===== config.mk =====
export PLATFORM = sky130hd
export DESIGN_NAME = tcpst_queue
export DESIGN_NICKNAME = d
export VERILOG_FILES = /design/src/rtl/core/tcpst_pkg.sv /design/src/rtl/core/tcpst_queue.sv
export SDC_FILE = /design/constraint.sdc
export NUM_CORES = 1
export LEC_CHECK = 0
export BUFFER_PORTS_ARGS = -buffer_cell sky130_fd_sc_hd__buf_2
export CORE_MARGIN = 4
export CORE_UTILIZATION = 30
export CTS_BUF_LIST = sky130_fd_sc_hd__clkbuf_16
export DETAILED_ROUTE_END_ITERATION = 16
export PLACE_DENSITY = 0.61
export SLEW_MARGIN = 30
export SYNTH_ARGS = -nofsm -noshare
export SYNTH_HDL_FRONTEND = slang
export SYNTH_SLANG_ARGS = --single-unit

===== constraint.sdc =====
create_clock -name clock -period 7.9 [get_ports clock]
set_input_delay 0.79 -clock clock [delete_from_list [all_inputs] [get_ports clock]]
set_output_delay 0.79 -clock clock [all_outputs]
set_load 0.05 [all_outputs]

===== src/rtl/core/tcpst_pkg.sv =====
// Shared types, constants and helpers of the TCP session table.
package tcpst_pkg;

   localparam int SLOT_COUNT    = 64;
   localparam int SLOT_BITS     = $clog2(SLOT_COUNT);
   localparam int SLOT_ID_WIDTH = 6;
   localparam int LENGTH_WIDTH  = 11;
   localparam int QUEUE_DEPTH   = 2;
   localparam int QUEUE_BITS    = $clog2(QUEUE_DEPTH);

   localparam logic [7:0] PROTO_TCP        = 8'd6;
   localparam logic [7:0] ETH_HEADER_BYTES = 8'd14;

   typedef enum logic [1:0] {
      OP_PASS,
      OP_OPEN,
      OP_CLOSE,
      OP_LOOK
   } op_type;

   typedef enum logic [1:0] {
      BK_IDLE,
      BK_SCAN,
      BK_DRAIN,
      BK_DONE
   } back_state_type;

   typedef struct packed {
      logic [31:0] src_address;
      logic [31:0] dst_address;
      logic [15:0] src_port;
      logic [15:0] dst_port;
   } tuple_type;

   typedef struct packed {
      op_type                  op;
      tuple_type               tuple;
      logic [LENGTH_WIDTH-1:0] payload_length;
   } job_type;

   typedef struct packed {
      logic                     is_tcp;
      logic [SLOT_ID_WIDTH-1:0] slot_id;
      logic                     hit;
      logic                     created;
      logic                     table_full;
      logic                     released;
      logic [LENGTH_WIDTH-1:0]  payload_length;
   } rsp_type;

   // low six bits of a slot number, zero-extended for small tables
   function automatic logic [SLOT_ID_WIDTH-1:0] slot_id_of(input logic [SLOT_BITS-1:0] idx);
      logic [SLOT_BITS+SLOT_ID_WIDTH-1:0] wide;
      wide = {{SLOT_ID_WIDTH{1'b0}}, idx};
      return wide[SLOT_ID_WIDTH-1:0];
   endfunction

endpackage


===== src/rtl/core/tcpst_queue.sv =====
// Short job queue between the front end and the table engine.
module tcpst_queue (
   input  logic               clock,
   input  logic               reset,
   input  logic               push,
   input  tcpst_pkg::job_type push_job,
   output logic               full,
   input  logic               pop,
   output logic               empty,
   output tcpst_pkg::job_type head_job
);
   import tcpst_pkg::*;

   job_type                 entry_ff [QUEUE_DEPTH];
   logic [QUEUE_BITS-1:0]   wr_ptr_ff, wr_ptr_in;
   logic [QUEUE_BITS-1:0]   rd_ptr_ff, rd_ptr_in;
   logic [QUEUE_BITS:0]     count_ff, count_in;

   assign full     = count_ff == (QUEUE_BITS+1)'(QUEUE_DEPTH);
   assign empty    = count_ff == '0;
   assign head_job = entry_ff[rd_ptr_ff];

   always_comb begin
      wr_ptr_in = push ? wr_ptr_ff + QUEUE_BITS'(1) : wr_ptr_ff;
      rd_ptr_in = pop  ? rd_ptr_ff + QUEUE_BITS'(1) : rd_ptr_ff;
      count_in  = count_ff;
      if (push && !pop) begin
         count_in = count_ff + (QUEUE_BITS+1)'(1);
      end else if (pop && !push) begin
         count_in = count_ff - (QUEUE_BITS+1)'(1);
      end
   end

   always_ff @(posedge clock) begin
      if (reset) begin
         wr_ptr_ff <= '0;
         rd_ptr_ff <= '0;
         count_ff  <= '0;
      end else begin
         wr_ptr_ff <= wr_ptr_in;
         rd_ptr_ff <= rd_ptr_in;
         count_ff  <= count_in;
      end
   end

   always_ff @(posedge clock) begin
      if (push) begin
         entry_ff[wr_ptr_ff] <= push_job;
      end
   end

endmodule


==> metrics.csv <==
metric,value,unit
outcome,"finished, final reports clean",
synth_compound_area_share,0.124,%
hold_viol_final,0,
drc,0,
worstSetupPathType,flop to output port,
layout-drive-gt1-share,60.5,%
synthSimpleGateAreaFrac,0.541,%
cts.clk_slew.worst_paths,0.06,ns
dieArea,29700,um2
grt_overflow,0,
clk_latency,0.50,ns
p_leak,0.00391,uW
worst_setup_path_end_kind,output port,
drv_slew,0,
max_freq,283,MHz
antenna_found_initial,0,
postCtsHoldBufs,0,
finalNonFillerCells,955,
cts_sinks,223,
vias,4148,
cts_resized,0,
path_max_fanout,58,
min_from,push_job[42],
nets,716,
crit_chain,buf_4 > mux2_2 > buf_2,
cts.path.max_buffers,3,
fin_util,39.6,%
yosysTopAreaCell,edfxtp_1,
syn_avg_cell_area,22.4,um2
synth_top_family_by_area,multiplexers,
finalCritPeriodShare,44.7,%
rsz0062_at_grt,no,
num_io_pins,224,
synth_area_leaders,"edfxtp_1 81%, mux2_2 14%, mux2_4 1.9%",
finalSetupTns,0,ns
grt_max_degree,68,
cp_data_arrival_time,2.74,ns
area.sequential,6650,um2
ys_async_sr_fraction,0,%
synth_cells,361,
syn2layout_area_growth,28.6,%
synth_top_area_share,80.9,%
placed_cells,911,
ys_types,16,
slew_headroom,48.2,%
syn_area,8100,um2
num_rows,59,
drtIter0Drc,181,
cts_tree,done,
wire_per_inst,17.1,um
multi_input_area,1380,um2
die_y,172,um
synthMostInstantiatedCell,edfxtp_1,
track_usage,10.4,%
yosys_register_bits,223,
syn-num-nets,475,
fin_skew,0.00564,ns
drv_cap,0,
core_area,26300,um2
gp_congestion,0.725,
htree_levels,1,
reg2reg_from,wr_ptr_ff$_SDFFE_PP0P_,
cts_setup_buffers,0,
fill_cells,2404,
hold_path.class,primary input to flop,
n_antenna_cell,0,
worst_pin_slew,0.777,ns
synthFlopType,edfxtp_1,
critical_path.max_stage_delay,0.82,ns
crit_required,7.11,ns
synth_edf_count,218,
synthTopCellsByCount,"218 x edfxtp_1, 99 x mux2_2, 10 x mux2_4, 9 x buf_2",
yosysWarnings,0,
dieWidth,172,um
floorplan.initialDensity,30.8,%
synth_xor_area_share,0.433,%
cp_top_family,buffers and inverters,
numCtsBuffers,24,
synthMuxAreaShare,15.6,%
power,2980,uW
vdd_drop_max,0.175,mV
cts-root-buf,clkbuf_16,
cpMaxStageDelayCell,dfxtp_4,
first_pass_iters,4,
dpl.hpwl,10900,um
hold_ws,0.474,ns
grt_pass1_vias,4396,
worstPathBufferInverterCount,2,
synth_fa_ha_area_share,0.155,%
startpoint_type,flop,
grt_pass1_wl,24000,um
setup_violations,0,
layout_min_cycle_time,3.53,ns
drt_wl_total,16300,um
port_buffers,223,
antenna_left,0,
ys_seq_area_share,82.1,%
vias_per_cell,4.34,
power.density,286,nW/um2
==> cell usage in the layout, fill, tap and decap left out, types with 3 or more instances in the layout <==
cell type | synthesis | final
mux2_4 | 10 | 10
nor2_1 | 5 | 5
clkinv_1 | 0 | 3
buf_2 | 9 | 223
dfxtp_1 | 5 | 4
mux2_2 | 99 | 99
edfxtp_1 | 218 | 218
inv_1 | 1 | 6
clkinv_2 | 0 | 7
bufinv_16 | 0 | 3
clkbuf_16 | 0 | 25
==> path summary, 6_finish.rpt <==
path                               endpoint  slack [ns]  cells past startpoint
hold / removal    entry_ff[1][42]$_DFFE_PP_        0.47                      1
setup reg to reg  entry_ff[1][63]$_DFFE_PP_        5.83                      2
hold reg to reg      rd_ptr_ff$_SDFFE_PP0P_        0.52                      2
setup / recovery               head_job[68]        4.37                      3
==> sequential cells by signal (all words and copies together) (netlist names), named ones only <==
signal and cells:
count_ff 2, entry_ff 218, wr_ptr_ff 1, rd_ptr_ff 1
==> area by class of cell <==
cell class / instances / area share (%)
Clock inverter: 19 / 1.57
Sequential cell: 223 / 63.9
Multi-Input combinational cell: 125 / 13.2
Clock buffer: 25 / 6.01
Timing Repair Buffer: 227 / 11.3
Inverter: 1 / 0.0360
Tap cell: 335 / 4.03
==> power breakdown <==
group / leakage, uW / internal (uW) / switching (uW)
sequential: 0.00209 / 1380 / 26.9
combinational: 0.00141 / 134 / 337
clock: 0.000413 / 669 / 428
total: 0.00391 / 2180 / 792
==> worst reg2reg max path, delay by kind of cell (launching register included) <==
family | cells | cell delay [ns]
AND/OR/NAND/NOR | 1 | 0.56
buffers and inverters | 1 | 0.63
flip-flops | 1 | 0.40
==> metal layers <==
metal  GRT usage [%]  wire length [um]  vias up
li1                -                 -     1915
met1            12.4              6470     2031
met2            18.2              8070      174
met3            3.27              1320       28
met4            2.87               445        0
met5               0                 0        -
==> through the flow <==
stage	setup WS, ns	area [um2]
2_1_floorplan	1.78	8100
3_3_place_gp	4.67	9590
3_5_place_dp	4.80	9620
4_1_cts	4.25	10400
5_1_grt	4.18	10400
6_report	4.37	10400
==> cells by family after synthesis <==
family,count (synthesis)
adder cells (fa/ha/maj),1
buffers and inverters,13
AO/OA/AOI/OAI,2
flip-flops,223
AND/OR/NAND/NOR,9
XOR/XNOR,4
multiplexers,109
Note: power is estimated with default switching activity, not from simulation.
