$ cat src/rtl/core/tcpst_pkg.sv
// Shared types, constants and helpers of the TCP session table.
package tcpst_pkg;

   localparam int SLOT_COUNT    = 64;
   localparam int SLOT_BITS     = $clog2(SLOT_COUNT);
   localparam int SLOT_ID_WIDTH = 6;
   localparam int LENGTH_WIDTH  = 11;
   localparam int QUEUE_DEPTH   = 2;
   localparam int QUEUE_BITS    = $clog2(QUEUE_DEPTH);

   localparam logic [7:0] PROTO_TCP        = 8'd6;
   localparam logic [7:0] ETH_HEADER_BYTES = 8'd14;

   typedef enum logic [1:0] {
      OP_PASS,
      OP_OPEN,
      OP_CLOSE,
      OP_LOOK
   } op_type;

   typedef enum logic [1:0] {
      BK_IDLE,
      BK_SCAN,
      BK_DRAIN,
      BK_DONE
   } back_state_type;

   typedef struct packed {
      logic [31:0] src_address;
      logic [31:0] dst_address;
      logic [15:0] src_port;
      logic [15:0] dst_port;
   } tuple_type;

   typedef struct packed {
      op_type                  op;
      tuple_type               tuple;
      logic [LENGTH_WIDTH-1:0] payload_length;
   } job_type;

   typedef struct packed {
      logic                     is_tcp;
      logic [SLOT_ID_WIDTH-1:0] slot_id;
      logic                     hit;
      logic                     created;
      logic                     table_full;
      logic                     released;
      logic [LENGTH_WIDTH-1:0]  payload_length;
   } rsp_type;

   // low six bits of a slot number, zero-extended for small tables
   function automatic logic [SLOT_ID_WIDTH-1:0] slot_id_of(input logic [SLOT_BITS-1:0] idx);
      logic [SLOT_BITS+SLOT_ID_WIDTH-1:0] wide;
      wide = {{SLOT_ID_WIDTH{1'b0}}, idx};
      return wide[SLOT_ID_WIDTH-1:0];
   endfunction

endpackage

$ cat src/rtl/core/tcpst_if.sv
// Request and response channel interfaces of the TCP session table.
interface tcpst_req_if;
   import tcpst_pkg::*;
   logic        valid;
   logic        ready;
   logic [7:0]  protocol;
   logic [3:0]  ip_header_words;
   logic [3:0]  tcp_header_words;
   logic [LENGTH_WIDTH-1:0] frame_length;
   logic [31:0] src_address;
   logic [31:0] dst_address;
   logic [15:0] src_port;
   logic [15:0] dst_port;
   logic        syn_flag;
   logic        fin_flag;

   modport source (output valid, protocol, ip_header_words, tcp_header_words, frame_length,
                   src_address, dst_address, src_port, dst_port, syn_flag, fin_flag,
                   input ready);
   modport sink (input valid, protocol, ip_header_words, tcp_header_words, frame_length,
                 src_address, dst_address, src_port, dst_port, syn_flag, fin_flag,
                 output ready);
endinterface


$ cat src/rtl/core/tcpst_front.sv
// Front end: takes requests, classifies them and computes the payload length.
module tcpst_front (
   tcpst_req_if.sink          req_bus,
   input  logic               queue_full,
   output logic               push,
   output tcpst_pkg::job_type push_job
);
   import tcpst_pkg::*;

   logic [7:0]              hdr_bytes;
   logic [LENGTH_WIDTH-1:0] hdr_ext;

   assign req_bus.ready = !queue_full;
   assign push          = req_bus.valid && !queue_full;

   always_comb begin
      hdr_bytes = ETH_HEADER_BYTES + {2'b00, req_bus.ip_header_words, 2'b00}
                + {2'b00, req_bus.tcp_header_words, 2'b00};
      hdr_ext   = {{(LENGTH_WIDTH-8){1'b0}}, hdr_bytes};

      push_job.tuple.src_address = req_bus.src_address;
      push_job.tuple.dst_address = req_bus.dst_address;
      push_job.tuple.src_port    = req_bus.src_port;
      push_job.tuple.dst_port    = req_bus.dst_port;
      push_job.payload_length    = '0;

      if (req_bus.protocol != PROTO_TCP) begin
         push_job.op = OP_PASS;
      end else begin
         if (req_bus.frame_length > hdr_ext) begin
            push_job.payload_length = req_bus.frame_length - hdr_ext;
         end
         if (req_bus.syn_flag) begin
            push_job.op = OP_OPEN;
         end else if (req_bus.fin_flag) begin
            push_job.op = OP_CLOSE;
         end else begin
            push_job.op = OP_LOOK;
         end
      end
   end

endmodule

$ cat src/flat_wrapper.sv
// flat-port wrapper written by rule: the top's interface ports become plain ports
module tcpst_front_flat import tcpst_pkg::*;
  (queue_full, push, push_job, req_bus_valid, req_bus_protocol, req_bus_ip_header_words, req_bus_tcp_header_words, req_bus_frame_length, req_bus_src_address, req_bus_dst_address, req_bus_src_port, req_bus_dst_port, req_bus_syn_flag, req_bus_fin_flag, req_bus_ready);
  tcpst_req_if req_bus_i ();
  input  logic queue_full;
  output logic push;
  output tcpst_pkg::job_type push_job;
  input wire logic [$bits(req_bus_i.valid)-1:0] req_bus_valid;
  input wire logic [$bits(req_bus_i.protocol)-1:0] req_bus_protocol;
  input wire logic [$bits(req_bus_i.ip_header_words)-1:0] req_bus_ip_header_words;
  input wire logic [$bits(req_bus_i.tcp_header_words)-1:0] req_bus_tcp_header_words;
  input wire logic [$bits(req_bus_i.frame_length)-1:0] req_bus_frame_length;
  input wire logic [$bits(req_bus_i.src_address)-1:0] req_bus_src_address;
  input wire logic [$bits(req_bus_i.dst_address)-1:0] req_bus_dst_address;
  input wire logic [$bits(req_bus_i.src_port)-1:0] req_bus_src_port;
  input wire logic [$bits(req_bus_i.dst_port)-1:0] req_bus_dst_port;
  input wire logic [$bits(req_bus_i.syn_flag)-1:0] req_bus_syn_flag;
  input wire logic [$bits(req_bus_i.fin_flag)-1:0] req_bus_fin_flag;
  output wire logic [$bits(req_bus_i.ready)-1:0] req_bus_ready;
  assign req_bus_i.valid = req_bus_valid;
  assign req_bus_i.protocol = req_bus_protocol;
  assign req_bus_i.ip_header_words = req_bus_ip_header_words;
  assign req_bus_i.tcp_header_words = req_bus_tcp_header_words;
  assign req_bus_i.frame_length = req_bus_frame_length;
  assign req_bus_i.src_address = req_bus_src_address;
  assign req_bus_i.dst_address = req_bus_dst_address;
  assign req_bus_i.src_port = req_bus_src_port;
  assign req_bus_i.dst_port = req_bus_dst_port;
  assign req_bus_i.syn_flag = req_bus_syn_flag;
  assign req_bus_i.fin_flag = req_bus_fin_flag;
  assign req_bus_ready = req_bus_i.ready;
  tcpst_front u_core (.req_bus(req_bus_i), .queue_full(queue_full), .push(push), .push_job(push_job));
endmodule
$ cat config.mk
export PLATFORM = sky130hd
export DESIGN_NAME = tcpst_front_flat
export DESIGN_NICKNAME = d
export VERILOG_FILES = /design/src/rtl/core/tcpst_pkg.sv /design/src/rtl/core/tcpst_if.sv /design/src/rtl/core/tcpst_front.sv /design/src/flat_wrapper.sv
export SDC_FILE = /design/constraint.sdc
export NUM_CORES = 1
export LEC_CHECK = 0
export BUFFER_PORTS_ARGS = -buffer_cell sky130_fd_sc_hd__buf_2
export CORE_AREA = 2 2 93 95
export DETAILED_ROUTE_END_ITERATION = 10
export DIE_AREA = 0 0 95 97
export GPL_ROUTABILITY_DRIVEN = 1
export PLACE_DENSITY = 0.61
export SETUP_SLACK_MARGIN = 0.02
export SLEW_MARGIN = 20
export SYNTH_ARGS = -nofsm -noshare
export SYNTH_HDL_FRONTEND = slang
export SYNTH_SLANG_ARGS = --single-unit
$ cat constraint.sdc
create_clock -name vclk -period 10
set_input_delay 2 -clock vclk [all_inputs]
set_output_delay 2 -clock vclk [all_outputs]
set_load 0.02 [all_outputs]
==> summary.log <==
[setup_path] worst setup path category input port to primary output
[grt] GRT Overall Usage 0.06380
[grt] pin count of the biggest net entering global routing 6
[drt] total length of routed wires 3.225 mm
[sta] Rel. slew slack 0.7251
[synthesis] most used standard cells in the synthesized netlist 96 x buf_4, 11 x ha_1, 9 x inv_1
[synthesis] Mapped Avg Cell Area 7.453 sq um
[sta] number of endpoints failing setup at the final stage 0
[floorplan] Die Y 97 um
[grt] wire length of the first global-routing pass 4.574 mm
[finish] synth-to-layout area growth -26.19%
[sta] transition time of the tightest slew-check pin 0.4080 ns
[finish] register area 0 sq um
[sta] setup repair after global routing missed its margin false
[synthesis] post-synthesis sequential area ratio 0
[setup_path] Critical Path Fanout Max 4
[run_status] result of the run finished, final reports clean
[grt] initial antenna violation count 2
[place] port bufs 46
[synthesis] area share of fa/ha/maj cells after synthesis 0.1296
[finish] net count of the finished layout 276
[synthesis] top post-synthesis cells by area buf_4 53%, ha_1 10%, xnor2_1 3.2%, xor2_1 3.2%, a21oi_1 2.9%
[finish] layout clock buffer count 0
[sta] share of the cycle needed by the critical path after routing 0.7189
[synthesis] xor/xnor share of the synthesized area 0.06387
[clock_network] Post-CTS Resized 0
[job] # Max-Cap Violations 0
[synthesis] top-area cell type share of the netlist area 0.5255
[drt] Remaining DRCs 0
[sta] aggregate negative setup slack 0 ns
[synthesis] number of distinct library cell variants in the gate-level netlist after synthesis 30
[drt] via density per instance 3.736
[floorplan] total number of placement rows 33
[power] leakage power total 0.0005295 uW
[floorplan] full die area 9215 sq um
[place] pre-CTS worst setup slack 2.830 ns
[synthesis] combinational family with the most area after synthesis buffers and inverters
[setup_path] stage delay of the slowest cell on the critical path 0.44 ns
[sta] maximum frequency from static timing analysis 139.1 MHz
[place] detailed placer's ending HPWL 3.023 mm
[synthesis] cell count after synthesis 184
[drt] routed vias 893
[drt] initial detailed-routing violation count 9
[sta] worst hold slack after final layout 4.000 ns
[floorplan] initial core utilization 0.1686
[sta] final worst-path setup slack 2.811 ns
[synthesis] library cell with the highest instance count after synthesis buf_4
[finish] Finished Cell Area 1012 sq um
[drt] drt pass-1 iters 4
[power] VDD IR-drop max 0.02190 mV
[setup_path] signal arrival time at the worst endpoint 5.19 ns
[synthesis] multiplexer area fraction after synthesis 0.007299
[sta] time the worst path needs with I/O delays and setup 7.189 ns
[setup_path] crit path max-delay cell type fa_1
[drt] Antenna Violating Nets Remaining 0
[grt] Congestion Overflow GR 0
[synthesis] fraction of the mapped netlist area in compound gates 0.1068
[finish] fraction of final layout cells with drive strength greater than 1 0.3806
[floorplan] I/O pin count 238
[finish] final sequential cell count 0
[place] post-placement cell area 1012 sq um
[drt] routed len/inst 13.49 um
[synthesis] number of nets in the synthesized netlist 324
[setup_path] startpoint class of the critical path input port
[synthesis] yosys warns 0
[grt] vias in the first global route 910
[finish] number of antenna diodes 0
[clock_network] number of buffers added to fix hold violations after cts 0
[sta] total count of hold-check failures in the final report 0
[sta] max-slew violation count 0
[power] pwr dens 62.90 nW/um^2
[synthesis] summed instance area of the synthesized netlist 1371 sq um
[clock_network] post-CTS setup buffer count 0
[synthesis] cell taking the most area after synthesis buf_4
[setup_path] required arrival time at the worst endpoint 8.00 ns
[synthesis] simple-gate area share of the yosys netlist 0.1423
[setup_path] Critical Path End Type primary output
[place] last weighted congestion value of the routability-driven placer 0.7060
[min_path] type of the most critical hold path input port to primary output
[floorplan] area inside the core boundary 8134 sq um
[setup_path] cells traversed along the worst timing path buf_2 -> inv_1 -> ha_1 -> inv_1 -> fa_1 -> a21o_1 -> a21oi_1 -> xor2_1 -> ha_1 -> and3_1 -> a221oi_2 -> o21ai_1 -> or3_1 -> a21oi_1 -> buf_2
[floorplan] die extent in x 95 um
## per-layer routing
| layer | share of wire | track usage |
|---|---|---|
| met1 | 0.32 | 0.05946 |
| met2 | 0.49 | 0.1178 |
| met3 | 0.14 | 0.02648 |
| met4 | 0.039 | 0.02899 |
| met5 | 0.0093 | 0 |
## power by group
group	switching, uW	internal [uW]
clock	0	0
sequential	0	0
combinational	34.6	29.1
total	34.6	29.1
## final cells by class
class | count | area (sq um)
repair buffers | 46 | 230.2
multi-input cells | 79 | 616.8
well taps | 105 | 131.4
fillers | 943 | 7122
inverters | 9 | 33.78
## cell usage in the layout (no fill, tap or decap), types with 2 or more instances in the layout
cell,count
a21o_1,5
a21oi_1,8
and2_1,3
buf_2,46
fa_1,2
ha_1,11
inv_1,9
nand2_1,6
nand2b_1,2
nor2_1,8
nor2b_1,3
nor4b_2,2
o21ai_0,3
or3_1,2
xnor2_1,5
xor2_1,5
## final timing paths
check | start | to | cells after the start
hold / removal | req_bus_src_address[31] | push_job[106] | 0
setup / recovery | req_bus_ip_header_words[0] | push_job[9] | 15
## critical path, delay by kind of cell
kind | cells | cell delay, ns
adders and majority gates | 3 | 1.04
AOI/OAI and AO/OA | 5 | 0.98
and+or+nand+nor | 2 | 0.54
buffers and inverters | 4 | 0.37
xor gates and xnor gates | 1 | 0.24
## kinds of logic after synthesis
kind of cell | after synthesis
AO/OA/AOI/OAI | 22
XOR/XNOR | 10
adder cells (fa/ha/maj) | 13
buffers and inverters | 105
multiplexers | 1
AND/OR/NAND/NOR | 33
## stage by stage
| step | std cells | power [uW] | util |
|---|---|---|---|
| after CTS | 239 | 64.61 | 0.1244 |
| after global placement | 239 | 63.00 | 0.1244 |
| final | 239 | 63.67 | 0.1244 |
| after floorplan | 184 | 101.1 | - |
| after detailed placement | 239 | 64.28 | 0.1244 |
| after global routing | 239 | 72.84 | 0.1244 |
Power figures use the tool's default switching activity.
